File: src/hdl/aesctr_pkg.sv
// ----------------------------------------------------------------------------
// aesctr_pkg
// Types, constants and AES-256 round functions shared by the layer cipher.
// ----------------------------------------------------------------------------
package aesctr_pkg;

   localparam int CSR_INDEX_W = 8;
   localparam int KEY_WORDS   = 4;
   localparam int BLOCK_BYTES = 16;
   localparam int ROUNDS      = 14;

   typedef logic [15:0][7:0] block_type;  // byte 0 at index 15

   // item passed from front to back
   typedef struct packed {
      logic [7:0] data_byte;
      logic       last_byte;
      logic       too_long;
      logic [3:0] pos;
   } entry_type;

   localparam logic [7:0] SBOX [256] = '{
      8'h63,8'h7c,8'h77,8'h7b,8'hf2,8'h6b,8'h6f,8'hc5,8'h30,8'h01,8'h67,8'h2b,8'hfe,8'hd7,8'hab,8'h76,
      8'hca,8'h82,8'hc9,8'h7d,8'hfa,8'h59,8'h47,8'hf0,8'had,8'hd4,8'ha2,8'haf,8'h9c,8'ha4,8'h72,8'hc0,
      8'hb7,8'hfd,8'h93,8'h26,8'h36,8'h3f,8'hf7,8'hcc,8'h34,8'ha5,8'he5,8'hf1,8'h71,8'hd8,8'h31,8'h15,
      8'h04,8'hc7,8'h23,8'hc3,8'h18,8'h96,8'h05,8'h9a,8'h07,8'h12,8'h80,8'he2,8'heb,8'h27,8'hb2,8'h75,
      8'h09,8'h83,8'h2c,8'h1a,8'h1b,8'h6e,8'h5a,8'ha0,8'h52,8'h3b,8'hd6,8'hb3,8'h29,8'he3,8'h2f,8'h84,
      8'h53,8'hd1,8'h00,8'hed,8'h20,8'hfc,8'hb1,8'h5b,8'h6a,8'hcb,8'hbe,8'h39,8'h4a,8'h4c,8'h58,8'hcf,
      8'hd0,8'hef,8'haa,8'hfb,8'h43,8'h4d,8'h33,8'h85,8'h45,8'hf9,8'h02,8'h7f,8'h50,8'h3c,8'h9f,8'ha8,
      8'h51,8'ha3,8'h40,8'h8f,8'h92,8'h9d,8'h38,8'hf5,8'hbc,8'hb6,8'hda,8'h21,8'h10,8'hff,8'hf3,8'hd2,
      8'hcd,8'h0c,8'h13,8'hec,8'h5f,8'h97,8'h44,8'h17,8'hc4,8'ha7,8'h7e,8'h3d,8'h64,8'h5d,8'h19,8'h73,
      8'h60,8'h81,8'h4f,8'hdc,8'h22,8'h2a,8'h90,8'h88,8'h46,8'hee,8'hb8,8'h14,8'hde,8'h5e,8'h0b,8'hdb,
      8'he0,8'h32,8'h3a,8'h0a,8'h49,8'h06,8'h24,8'h5c,8'hc2,8'hd3,8'hac,8'h62,8'h91,8'h95,8'he4,8'h79,
      8'he7,8'hc8,8'h37,8'h6d,8'h8d,8'hd5,8'h4e,8'ha9,8'h6c,8'h56,8'hf4,8'hea,8'h65,8'h7a,8'hae,8'h08,
      8'hba,8'h78,8'h25,8'h2e,8'h1c,8'ha6,8'hb4,8'hc6,8'he8,8'hdd,8'h74,8'h1f,8'h4b,8'hbd,8'h8b,8'h8a,
      8'h70,8'h3e,8'hb5,8'h66,8'h48,8'h03,8'hf6,8'h0e,8'h61,8'h35,8'h57,8'hb9,8'h86,8'hc1,8'h1d,8'h9e,
      8'he1,8'hf8,8'h98,8'h11,8'h69,8'hd9,8'h8e,8'h94,8'h9b,8'h1e,8'h87,8'he9,8'hce,8'h55,8'h28,8'hdf,
      8'h8c,8'ha1,8'h89,8'h0d,8'hbf,8'he6,8'h42,8'h68,8'h41,8'h99,8'h2d,8'h0f,8'hb0,8'h54,8'hbb,8'h16
   };

   function automatic logic [7:0] xt(input logic [7:0] a);
      return {a[6:0], 1'b0} ^ (a[7] ? 8'h1b : 8'h00);
   endfunction

   function automatic logic [7:0] rcon(input logic [2:0] idx);
      logic [7:0] r;
      case (idx)
         3'd1:    r = 8'h01;
         3'd2:    r = 8'h02;
         3'd3:    r = 8'h04;
         3'd4:    r = 8'h08;
         3'd5:    r = 8'h10;
         3'd6:    r = 8'h20;
         3'd7:    r = 8'h40;
         default: r = 8'h00;
      endcase
      return r;
   endfunction

   // sub bytes, shift rows and, except in the final round, mix columns
   function automatic block_type enc_round(input block_type s, input logic final_rnd);
      block_type t;
      block_type u;
      block_type m;
      logic [7:0] a0, a1, a2, a3, x;
      for (int i = 0; i < 16; i++) begin
         t[15-i] = SBOX[s[15-i]];
      end
      for (int c = 0; c < 4; c++) begin
         for (int i = 0; i < 4; i++) begin
            u[15-(i+4*c)] = t[15-(i+4*((c+i)%4))];
         end
      end
      for (int c = 0; c < 4; c++) begin
         a0 = u[15-4*c];
         a1 = u[14-4*c];
         a2 = u[13-4*c];
         a3 = u[12-4*c];
         x  = a0 ^ a1 ^ a2 ^ a3;
         m[15-4*c] = a0 ^ x ^ xt(a0 ^ a1);
         m[14-4*c] = a1 ^ x ^ xt(a1 ^ a2);
         m[13-4*c] = a2 ^ x ^ xt(a2 ^ a3);
         m[12-4*c] = a3 ^ x ^ xt(a3 ^ a0);
      end
      return final_rnd ? u : m;
   endfunction

   // round key rn from round keys rn-2 and rn-1
   function automatic logic [127:0] next_key(input logic [127:0] kp, input logic [127:0] kc,
                                             input logic [3:0] rn);
      logic [31:0] t;
      logic [31:0] w0, w1, w2, w3;
      if (!rn[0]) begin
         t = {SBOX[kc[23:16]] ^ rcon(rn[3:1]), SBOX[kc[15:8]], SBOX[kc[7:0]], SBOX[kc[31:24]]};
      end else begin
         t = {SBOX[kc[31:24]], SBOX[kc[23:16]], SBOX[kc[15:8]], SBOX[kc[7:0]]};
      end
      w0 = kp[127:96] ^ t;
      w1 = kp[95:64] ^ w0;
      w2 = kp[63:32] ^ w1;
      w3 = kp[31:0] ^ w2;
      return {w0, w1, w2, w3};
   endfunction

endpackage

File: src/hdl/aesctr_if.sv
// ----------------------------------------------------------------------------
// aesctr channel interfaces
// Valid/ready channels for input bytes, result bytes and key register writes.
// ----------------------------------------------------------------------------
interface aesctr_req_if;
   logic       valid;
   logic       ready;
   logic [7:0] data_byte;
   logic       last_byte;
   modport source (output valid, output data_byte, output last_byte, input ready);
   modport sink (input valid, input data_byte, input last_byte, output ready);
endinterface


File: src/hdl/aesctr_front.sv
// ----------------------------------------------------------------------------
// aesctr_front
// Takes input bytes, tracks layer position and queues classified items.
// ----------------------------------------------------------------------------
module aesctr_front #(
   parameter int MAX_LAYER_BYTES = 256,
   parameter int SEEN_W          = 9,
   parameter int BLK_W           = 4
) (
   input  logic                  clock,
   input  logic                  reset,
   aesctr_req_if.sink            req_chan,
   output logic                  q_valid,
   output aesctr_pkg::entry_type q_entry,
   output logic [BLK_W-1:0]      q_blk,
   input  logic                  q_pop
);

   logic [SEEN_W-1:0]     seen_ff, seen_in;
   aesctr_pkg::entry_type ent_ff [2];
   logic [BLK_W-1:0]      blk_ff [2];
   logic                  wr_ptr_ff, wr_ptr_in;
   logic                  rd_ptr_ff, rd_ptr_in;
   logic [1:0]            cnt_ff, cnt_in;
   logic                  push;
   logic                  over;
   logic [SEEN_W-5:0]     seen_blk;
   aesctr_pkg::entry_type new_ent;

   assign req_chan.ready = (cnt_ff != 2'd2);
   assign push           = req_chan.valid && req_chan.ready;
   assign over           = (seen_ff == SEEN_W'(MAX_LAYER_BYTES));
   assign seen_blk       = seen_ff[SEEN_W-1:4];

   always_comb begin
      new_ent.data_byte = req_chan.data_byte;
      new_ent.last_byte = req_chan.last_byte;
      new_ent.too_long  = over;
      new_ent.pos       = seen_ff[3:0];
      seen_in = seen_ff;
      if (push) begin
         if (req_chan.last_byte) begin
            seen_in = '0;
         end else if (!over) begin
            seen_in = seen_ff + SEEN_W'(1);
         end
      end
      wr_ptr_in = push ? !wr_ptr_ff : wr_ptr_ff;
      rd_ptr_in = q_pop ? !rd_ptr_ff : rd_ptr_ff;
      cnt_in    = cnt_ff + {1'b0, push} - {1'b0, q_pop};
   end

   always_ff @(posedge clock) begin
      if (reset) begin
         seen_ff   <= '0;
         wr_ptr_ff <= 1'b0;
         rd_ptr_ff <= 1'b0;
         cnt_ff    <= 2'd0;
      end else begin
         seen_ff   <= seen_in;
         wr_ptr_ff <= wr_ptr_in;
         rd_ptr_ff <= rd_ptr_in;
         cnt_ff    <= cnt_in;
      end
   end

   always_ff @(posedge clock) begin
      if (push) begin
         ent_ff[wr_ptr_ff] <= new_ent;
         blk_ff[wr_ptr_ff] <= seen_blk[BLK_W-1:0];
      end
   end

   assign q_valid = (cnt_ff != 2'd0);
   assign q_entry = ent_ff[rd_ptr_ff];
   assign q_blk   = blk_ff[rd_ptr_ff];

endmodule

File: src/flat_wrapper.sv
// flat-port wrapper written by rule: the top's interface ports become plain ports
module aesctr_front_flat 
#(
   parameter int MAX_LAYER_BYTES = 256,
   parameter int SEEN_W          = 9,
   parameter int BLK_W           = 4
)
  (clock, reset, q_valid, q_entry, q_blk, q_pop, req_chan_valid, req_chan_data_byte, req_chan_last_byte, req_chan_ready);
  aesctr_req_if req_chan_i ();
  input  logic clock;
  input  logic reset;
  output logic q_valid;
  output aesctr_pkg::entry_type q_entry;
  output logic [BLK_W-1:0] q_blk;
  input  logic q_pop;
  input wire logic [$bits(req_chan_i.valid)-1:0] req_chan_valid;
  input wire logic [$bits(req_chan_i.data_byte)-1:0] req_chan_data_byte;
  input wire logic [$bits(req_chan_i.last_byte)-1:0] req_chan_last_byte;
  output wire logic [$bits(req_chan_i.ready)-1:0] req_chan_ready;
  assign req_chan_i.valid = req_chan_valid;
  assign req_chan_i.data_byte = req_chan_data_byte;
  assign req_chan_i.last_byte = req_chan_last_byte;
  assign req_chan_ready = req_chan_i.ready;
  aesctr_front #(.MAX_LAYER_BYTES(MAX_LAYER_BYTES), .SEEN_W(SEEN_W), .BLK_W(BLK_W)) u_core (.clock(clock), .reset(reset), .req_chan(req_chan_i), .q_valid(q_valid), .q_entry(q_entry), .q_blk(q_blk), .q_pop(q_pop));
endmodule
File: config.mk
export PLATFORM = sky130hd
export DESIGN_NAME = aesctr_front_flat
export DESIGN_NICKNAME = d
export VERILOG_FILES = /design/src/hdl/aesctr_pkg.sv /design/src/hdl/aesctr_if.sv /design/src/hdl/aesctr_front.sv /design/src/flat_wrapper.sv
export SDC_FILE = /design/constraint.sdc
export NUM_CORES = 1
export LEC_CHECK = 0
export BUFFER_PORTS_ARGS = -buffer_cell sky130_fd_sc_hd__buf_2
export CAP_MARGIN = 10
export CORE_MARGIN = 5
export CORE_UTILIZATION = 50
export CTS_BUF_LIST = sky130_fd_sc_hd__clkbuf_8
export CTS_CLUSTER_SIZE = 40
export DETAILED_ROUTE_END_ITERATION = 10
export HOLD_SLACK_MARGIN = 0.1
export PLACE_DENSITY = 0.72
export SYNTH_ARGS = -nofsm -noshare
export SYNTH_HDL_FRONTEND = slang
export SYNTH_SLANG_ARGS = --single-unit
File: constraint.sdc
create_clock -name clock -period 2.89 [get_ports clock]
set_input_delay 0.289 -clock clock [delete_from_list [all_inputs] [get_ports clock]]
set_output_delay 0.289 -clock clock [all_outputs]
set_load 0.01 [all_outputs]
==> flow_summary.json, run 1 <==
{
  "power_density_nw_per_um2": 707,
  "r2r_cells": 6,
  "worst-setup-path-type": "reg2out",
  "via_per_inst": 5.39,
  "cts_root_buf": "clkbuf_8",
  "cp_max_fo": 18,
  "routed_wl_um": 3380,
  "cts_buffers": 5,
  "synth_top_area_share_pct": 53.2,
  "cts_setup_buffers": 0,
  "synth_nets": 159,
  "drv_cap": 0,
  "h-tree-depth": 2,
  "synthCells": 142,
  "skew_ns": 0.00618,
  "port_buffers": 32,
  "core_area_um2": 3970,
  "tritoncts": "built",
  "diodes": 0,
  "worstPathCellList": "mux2_1, buf_2",
  "ant_nets": 0,
  "avgSynthCellArea_um2": 14.3,
  "num_vias": 1235,
  "grt_max_degree": 19,
  "synth_edf_count": 36,
  "synth_top_cells_by_count": "edfxtp_1, mux2_1, dfxtp_1",
  "dieArea_um2": 5440,
  "period_minus_slack_ns": 1.97,
  "tns_ns": 0,
  "place_ws_ns": 1.14,
  "drc": 0,
  "grt-ovfl-total": 0,
  "syn_area_um2": 2030,
  "hpwl_um": 2350,
  "maxSlewHeadroom_pct": 46.4,
  "cp.required_ns": 2.60,
  "vdd_drop_max_mv": 0.511,
  "layout_setup_ws_ns": 0.918,
  "fin_crit_sh_pct": 68.2,
  "crit_path_max_incr_delay_ns": 0.84,
  "die_height_um": 73.8,
  "start_util_pct": 51.2,
  "cts.repair.resized": 0,
  "synth_most_common_cell": "edfxtp_1",
  "critPathLaunchType": "register",
  "finalNetCount": 195,
  "hold_class": "in2reg",
  "die_w_um": 73.8,
  "ys_warn_count": 0,
  "synth_seq_cells": 50,
  "hold_viol": 0,
  "clk_latency_ns": 0.29,
  "first_iter_violations": 56,
  "grt_pass1_vias": 1210,
  "leakage_uw": 0.000862,
  "ys.flop_type": "edfxtp_1",
  "timing.fmax_mhz": 507,
  "rows": 23,
  "rsz0062_at_grt": "no",
  "ys_async_sr_fraction_pct": 0,
  "synthTopCellsByArea": "edfxtp_1, dfxtp_1, mux2_1, ha_1, nand2_1",
  "setup_violations": 0,
  "cts_hold_buf": 0,
  "slew_viol_final": 0,
  "grt_first_pass_wirelength_um": 5570,
  "syn2layout_area_growth_pct": 15.1,
  "cp_slowest_cell": "dfxtp_1",
  "cts_max_path_buffers": 2,
  "hold_path_depth": 1,
  "crit_path_end_kind": "primary output",
  "clkTransAtPathRegs_ns": 0.09,
  "synth_seq_area_share_pct": 67.0,
  "io_pins": 33,
  "yosys.area.top_type": "edfxtp_1",
  "worst-slew-pin-transition_ns": 0.804,
  "ys_types": 35,
  "gp_congestion": 0.745,
  "drive_above_1_share_pct": 25.1,
  "arrival_ns": 1.68,
  "cts_sinks": 50,
  "drt_first_pass_iters": 4,
  "outcome": "finished clean",
  "antenna_found_initial": 0,
  "wire_per_inst_um": 14.8,
  "grtUsageTotal_pct": 13.6
}
-- worst max-delay path: cells and delay by family (launching register included) --
family,cells,cell delay [ns]
buf+inv,1,0.15
flops,1,0.84
mux,1,0.40
-- layer usage --
layer	vias up	GRT usage [%]	wire length (um)
li1	605	-	-
met1	585	15.5	1370
met2	39	23.3	1760
met3	6	3.97	193
met4	0	6.04	55
met5	-	0	0
-- power by group --
group / total, uW / switching, uW / internal [uW] / leakage, uW
Combinational: 319 / 180 / 139 / 0.000360
Sequential: 933 / 42.8 / 890 / 0.000455
Clock: 404 / 212 / 192 / 0.0000472
-- cells by family (layout without fill, tap and decap cells) --
group / count (synthesis) / after routing / synth area share [%]
flip-flops: 50 / 50 / 67.0
AND/OR/NAND/NOR: 38 / 38 / 11.7
buffers and inverters: 10 / 47 / 1.97
XOR/XNOR: 4 / 4 / 1.72
AO/OA/AOI/OAI: 18 / 18 / 5.23
adder cells (fa/ha/maj): 4 / 4 / 2.46
multiplexers: 18 / 18 / 9.97
-- state kept, by name, indices dropped and copies added, names as in the netlist, named ones only --
name	cells
u_core.seen_ff	9
u_core.ent_ff	28
u_core.cnt_ff	2
u_core.rd_ptr_ff	1
u_core.wr_ptr_ff	1
u_core.blk_ff	8
-- area by class of cell --
class / instances / area (um2)
clock buffer: 6 / 82.6
clock inverter: 2 / 12.5
fill: 319 / 1630
inverter: 6 / 22.5
multi-input combinational: 82 / 632
sequential: 50 / 1360
tap: 50 / 62.6
timing repair buffer: 33 / 168
-- placed cells by master, fill, tap and decap left out, types with 2 or more instances in the layout --
master	n
or4_1	2
nor2_1	7
or4b_1	2
o31ai_1	2
o21ai_0	3
ha_1	4
or3_1	2
mux2_1	18
o21ai_1	2
dfxtp_1	14
xnor2_1	3
a31oi_1	4
inv_1	5
nand2_1	8
a21oi_1	5
or3b_1	2
buf_2	32
clkbuf_8	6
nor2b_1	2
nand3b_1	2
edfxtp_1	36
nor4b_1	2
-- through the flow --
step                utilization [%]  hold slack, ns  cells  total power [uW]  cell area [um2]
floorplan                         -           0.358    142              1150             2030
global placement               56.6           0.475    221              1260             2250
detailed placement             56.6           0.482    221              1280             2250
CTS                            58.9           0.174    229              1670             2340
global route                   58.9           0.157    229              1750             2340
finish                         58.9           0.184    229              1660             2340
-- worst paths after layout --
| kind | start | to | slack (ns) |
|---|---|---|---|
| min reg2reg | u_core.seen_ff[8] | u_core.seen_ff[8] | 0.51 |
| max reg2reg | u_core.seen_ff[0] | u_core.seen_ff[6] | 1.10 |
| min | req_chan_data_byte[0] | u_core.ent_ff[0][6] | 0.18 |
| max | register | q_blk[0] | 0.92 |
Power figures use the tool's default switching activity.
==> run 2, diff against run 1 <==
- PLACE_DENSITY: 0.72 -> 0.75
- clock period: 2.89 -> 1.8 ns (I/O delays scaled with it)
==> run 2 against run 1 <==
  * Non-clock buffer count rose by 10
  * Worst hold slack worse by 0.021 ns
  * Routed wire length grew 4.9%
  * Core utilization grew 2.3 points
  * Largest power group unchanged
==> flow_summary.json, run 2 (synthesized netlist as in run 1, its figures left out) <==
{
  "reg.largest.list": "u_core.ent_ff (28), u_core.seen_ff (9), u_core.blk_ff (8)",
  "drt_first_pass_iters": 4,
  "rows": 23,
  "cts_sinks": 50,
  "hpwl_um": 2380,
  "die_w_um": 73.8,
  "worstPathCellList": "inv_1, ha_1, nor4b_1, nand2_1, or4b_1, a31oi_1",
  "port_buffers": 32,
  "diodes": 0,
  "critPathLaunchType": "register",
  "finalNetCount": 205,
  "cp_slowest_cell": "or4b_1",
  "power_density_nw_per_um2": 1090,
  "grt_max_degree": 19,
  "crit_path_start": "u_core.seen_ff[0]",
  "crit_path_end_kind": "register",
  "wire_per_inst_um": 14.8,
  "drc": 0,
  "grt_first_pass_wirelength_um": 5750,
  "skew_ns": 0.0105,
  "cts_setup_buffers": 0,
  "hp-start": "q_pop",
  "layout_common_cells": "edfxtp_1, buf_2, mux2_1",
  "crit_family": "simple AND/OR/NAND/NOR gates",
  "h-tree-depth": 2,
  "antenna_found_initial": 0,
  "total_power_uw": 2660,
  "vdd_drop_max_mv": 0.478,
  "cts_max_path_buffers": 2,
  "drive_above_1_share_pct": 25.9,
  "use_met1_pct": 15.3,
  "arrival_ns": 1.90,
  "crit_path_max_incr_delay_ns": 0.45,
  "cts_root_buf": "clkbuf_8",
  "io_pins": 33,
  "hold_viol": 0,
  "num_vias": 1275,
  "met3_usage_pct": 4.51,
  "die_height_um": 73.8,
  "grt-ovfl-total": 0,
  "cp_max_fo": 8,
  "fillers": 312,
  "grt_pass1_vias": 1278,
  "period_minus_slack_ns": 1.68,
  "maxSlewHeadroom_pct": 77.5,
  "final_common_cell": "edfxtp_1",
  "clkTransAtPathRegs_ns": 0.08,
  "outcome": "finished clean",
  "tritoncts": "built",
  "core_area_um2": 3970,
  "fin_crit_sh_pct": 93.4,
  "leakage_uw": 0.000902,
  "hold_class": "in2reg",
  "cts_buffers": 5,
  "r2r-end": "u_core.seen_ff[6]",
  "cp_num_buf_inv": 1,
  "gp_congestion": 0.864,
  "first_iter_violations": 79,
  "timing.fmax_mhz": 595,
  "cp.required_ns": 2.02,
  "design_area_um2": 2430,
  "syn2layout_area_growth_pct": 19.7,
  "grtUsageTotal_pct": 14.3,
  "setup_violations": 0,
  "routed_wl_um": 3550,
  "slew_viol_final": 0,
  "busiest_layer": "met2",
  "largest-register": "u_core.ent_ff",
  "drv_cap": 0,
  "largest_reg_flops": 28,
  "clk_latency_ns": 0.30,
  "rsz0062_at_grt": "no",
  "tns_ns": 0,
  "worst-setup-path-type": "reg2reg",
  "place_area_um2": 2260,
  "reg2reg_slack_ns": 0.12,
  "dieArea_um2": 5440,
  "ant_nets": 0,
  "start_util_pct": 51.2,
  "worst-slew-pin-transition_ns": 0.337,
  "r2r_cells": 6,
  "via_per_inst": 5.33,
  "hold_path_depth": 3,
  "rr_startpoint": "u_core.seen_ff[0]",
  "gr-usage-met2_pct": 25.2
}
==> run 2: layout make-up <==
type	count	area [um2]	share of cell area, %
flip-flops and latches	50	1360	56.0
multi-input cells	82	634	26.1
repair buffers	43	263	10.8
clock buffers	5	68.8	2.83
well taps	50	62.6	2.57
inverters	6	22.5	0.925
clock inverters	3	18.8	0.771
==> run 2: metrics by stage <==
step | setup WS (ns) | utilization (%) | cells | hold WS, ns
after floorplan | 0.177 | - | 142 | 0.249
after global placement | 0.200 | 57.0 | 223 | 0.368
after detailed placement | 0.0615 | 57.0 | 223 | 0.372
after CTS | 0.0300 | 61.2 | 239 | 0.159
after global routing | 0.0533 | 61.3 | 239 | 0.186
final | 0.118 | 61.3 | 239 | 0.163
==> run 2: report_power, final <==
part | leakage [uW] | total (uW) | switching [uW] | internal, uW
Clock | 0.0000416 | 626 | 357 | 268
Combinational | 0.000404 | 554 | 311 | 243
Sequential | 0.000456 | 1480 | 55.4 | 1430
==> run 2: timing repair <==
item / CTS / global route
endpoints found under the hold margin: 16 / 0
hold buffers: 8 / 0
gates resized for setup: 0 / 2
setup endpoints to repair: 0 / 1
==> run 2: how the worst max path moves through the flow <==
stage	end	cells after the start
after global placement	u_core.seen_ff[6]	6
after floorplan	u_core.blk_ff[0][0]	3
after global routing	u_core.cnt_ff[1]	7
after CTS	u_core.seen_ff[6]	6
final	u_core.seen_ff[6]	6
after detailed placement	u_core.seen_ff[6]	6
==> run 2: tightest hold or removal path, stage by stage <==
cell,delay (ns)
buf_2,0.10
xnor2_1,0.07
nor2_1,0.07
==> run 2: metal layers <==
metal | vias up | wire (um)
li1 | 629 | -
met1 | 612 | 1460
met2 | 26 | 1830
met3 | 8 | 162
met4 | 0 | 97
met5 | - | 0
==> run 3, diff against run 2 <==
- RECOVER_POWER: not set -> 100
==> run 3 against run 2 <==
  * Global-route usage unchanged
  * Via count decreased by 0.55%
  * Sequential share of layout area increased by 0.91 points
  * Critical path depth unchanged
  * Worst hold slack improved by 0.0015 ns
  * Clock skew about the same
==> flow_summary.json, run 3 (synthesized netlist as in run 1, its figures left out) <==
{
  "outcome": "finished clean",
  "final_common_cell": "edfxtp_1",
  "layout_setup_ws_ns": 0.127,
  "slew_viol_final": 0,
  "p_int_uw": 1910,
  "maxSlewHeadroom_pct": 68.3,
  "cts_max_path_buffers": 2,
  "share_comb_of_total_power_pct": 19.9,
  "pwr-share-clk_pct": 23.7,
  "skew_ns": 0.0109,
  "hold_class": "in2reg",
  "cp_max_fo": 8,
  "crit_family": "simple AND/OR/NAND/NOR gates",
  "finalNetCount": 205,
  "clkTransAtPathRegs_ns": 0.08,
  "met3_length_um": 163,
  "largest_reg_flops": 28,
  "cts_buffers": 5,
  "port_buffers": 32,
  "critPathLaunchType": "register",
  "vdd_drop_max_mv": 0.465,
  "cts_setup_buffers": 0,
  "grt_max_degree": 19,
  "clk_latency_ns": 0.30,
  "seqPwrFrac_pct": 56.4,
  "cp_num_buf_inv": 1,
  "ant_nets": 0,
  "drive_above_1_share_pct": 12.2,
  "place_ws_ns": 0.0615,
  "crit_path_end_kind": "register",
  "routed.top_layer": "met4",
  "rsz0062_at_grt": "no",
  "drt_first_pass_iters": 4,
  "diodes": 0,
  "setup_violations": 0,
  "gp_congestion": 0.864,
  "die_w_um": 73.8,
  "cts_root_buf": "clkbuf_8",
  "worst-slew-pin-transition_ns": 0.476,
  "tritoncts": "built",
  "period_minus_slack_ns": 1.67,
  "hpwl_um": 2380,
  "power_density_nw_per_um2": 1100,
  "first_iter_violations": 81,
  "wl_met2_um": 1840,
  "die_height_um": 73.8,
  "syn2layout_area_growth_pct": 17.8,
  "fillers": 322,
  "cp_slowest_cell": "or4b_1",
  "timing.fmax_mhz": 598,
  "reg2reg_slack_ns": 0.13,
  "cp.required_ns": 2.02,
  "wire_per_inst_um": 14.8,
  "reg.largest.list": "u_core.ent_ff (28), u_core.seen_ff (9), u_core.blk_ff (8)",
  "grt_pass1_vias": 1278,
  "m1WireLength_um": 1440,
  "arrival_ns": 1.89,
  "worst-setup-path-type": "reg2reg",
  "grt_first_pass_wirelength_um": 5750,
  "num_vias": 1268,
  "drc": 0,
  "cts_sinks": 50,
  "h-tree-depth": 2,
  "crit_path_max_incr_delay_ns": 0.45,
  "fin_crit_sh_pct": 93.0,
  "switching_share_pct": 27.6,
  "antenna_found_initial": 0,
  "io_pins": 33,
  "hold_viol": 0,
  "grt-ovfl-total": 0,
  "worstPathCellList": "inv_1, ha_1, nor4b_1, nand2_1, or4b_1, a31oi_1",
  "grtUsageTotal_pct": 14.3,
  "routed_wl_um": 3530,
  "dieArea_um2": 5440,
  "rows": 23,
  "largest-register": "u_core.ent_ff",
  "leakage_uw": 0.000833,
  "tns_ns": 0,
  "drv_cap": 0,
  "core_area_um2": 3970,
  "via_per_inst": 5.31,
  "start_util_pct": 51.2,
  "power_switching_uw": 726,
  "layout_common_cells": "edfxtp_1, clkbuf_1, mux2_1"
}
## run 3: cell types whose count changed in the layout (fill, tap and decap cells not counted)
cell | previous run | this run
and3_1 | 1 | 2
and3_4 | 1 | 0
buf_2 | 32 | 7
buf_4 | 3 | 2
clkbuf_1 | 0 | 25
clkbuf_2 | 0 | 1
## run 3: stage by stage
stage          hold slack (ns)  cell area, um2  cells  total power, uW  util, %
2_1_floorplan            0.249            2040    142             1840        -
5_1_grt                  0.186            2390    239             2780     60.3
3_3_place_gp             0.368            2260    223             2030     57.0
4_1_cts                  0.159            2430    239             2700     61.2
3_5_place_dp             0.372            2260    223             2060     57.0
6_report                 0.165            2390    239             2630     60.3
## run 3: what timing repair did
action | CTS | global route
hold buffers | 8 | 0
endpoints found under the setup margin | 0 | 1
endpoints found under the hold margin | 16 | 0
gates resized for setup | 0 | 2
## run 3: worst paths after layout
kind | cells after the start | endpoint | from
setup / recovery | 6 | u_core.seen_ff[6] | u_core.seen_ff[0]
hold / removal | 3 | register | q_pop
setup reg to reg | 6 | u_core.seen_ff[6] | u_core.seen_ff[0]
hold reg to reg | 0 | u_core.ent_ff[1][1] | u_core.seen_ff[1]
## run 3: layout make-up
type	count	area (um2)	share of cell area, %
Timing Repair Buffer	43	229	9.56
Clock buffer	5	68.8	2.87
Inverter	6	22.5	0.940
Multi-Input combinational cell	82	629	26.3
Sequential cell	50	1360	56.9
Clock inverter	3	18.8	0.784
Tap cell	50	62.6	2.61
## run 3: per-layer routing
metal	track usage, %	vias up
li1	-	627
met1	15.3	609
met2	25.2	24
met3	4.51	8
met4	7.24	0
met5	0	-
## run 3: tightest hold or removal path: cells and delay by family
family	cells	cell delay, ns
buffers and inverters	1	0.10
AND/OR/NAND/NOR	1	0.07
XOR/XNOR	1	0.07
## run 3: power groups by stage
stage          registers [uW]  logic, uW  clock network (uW)
2_1_floorplan            1490        348                   0
3_3_place_gp             1500        534                   0
3_5_place_dp             1510        552                   0
4_1_cts                  1490        570                 640
5_1_grt                  1500        589                 691
6_report                 1490        525                 624
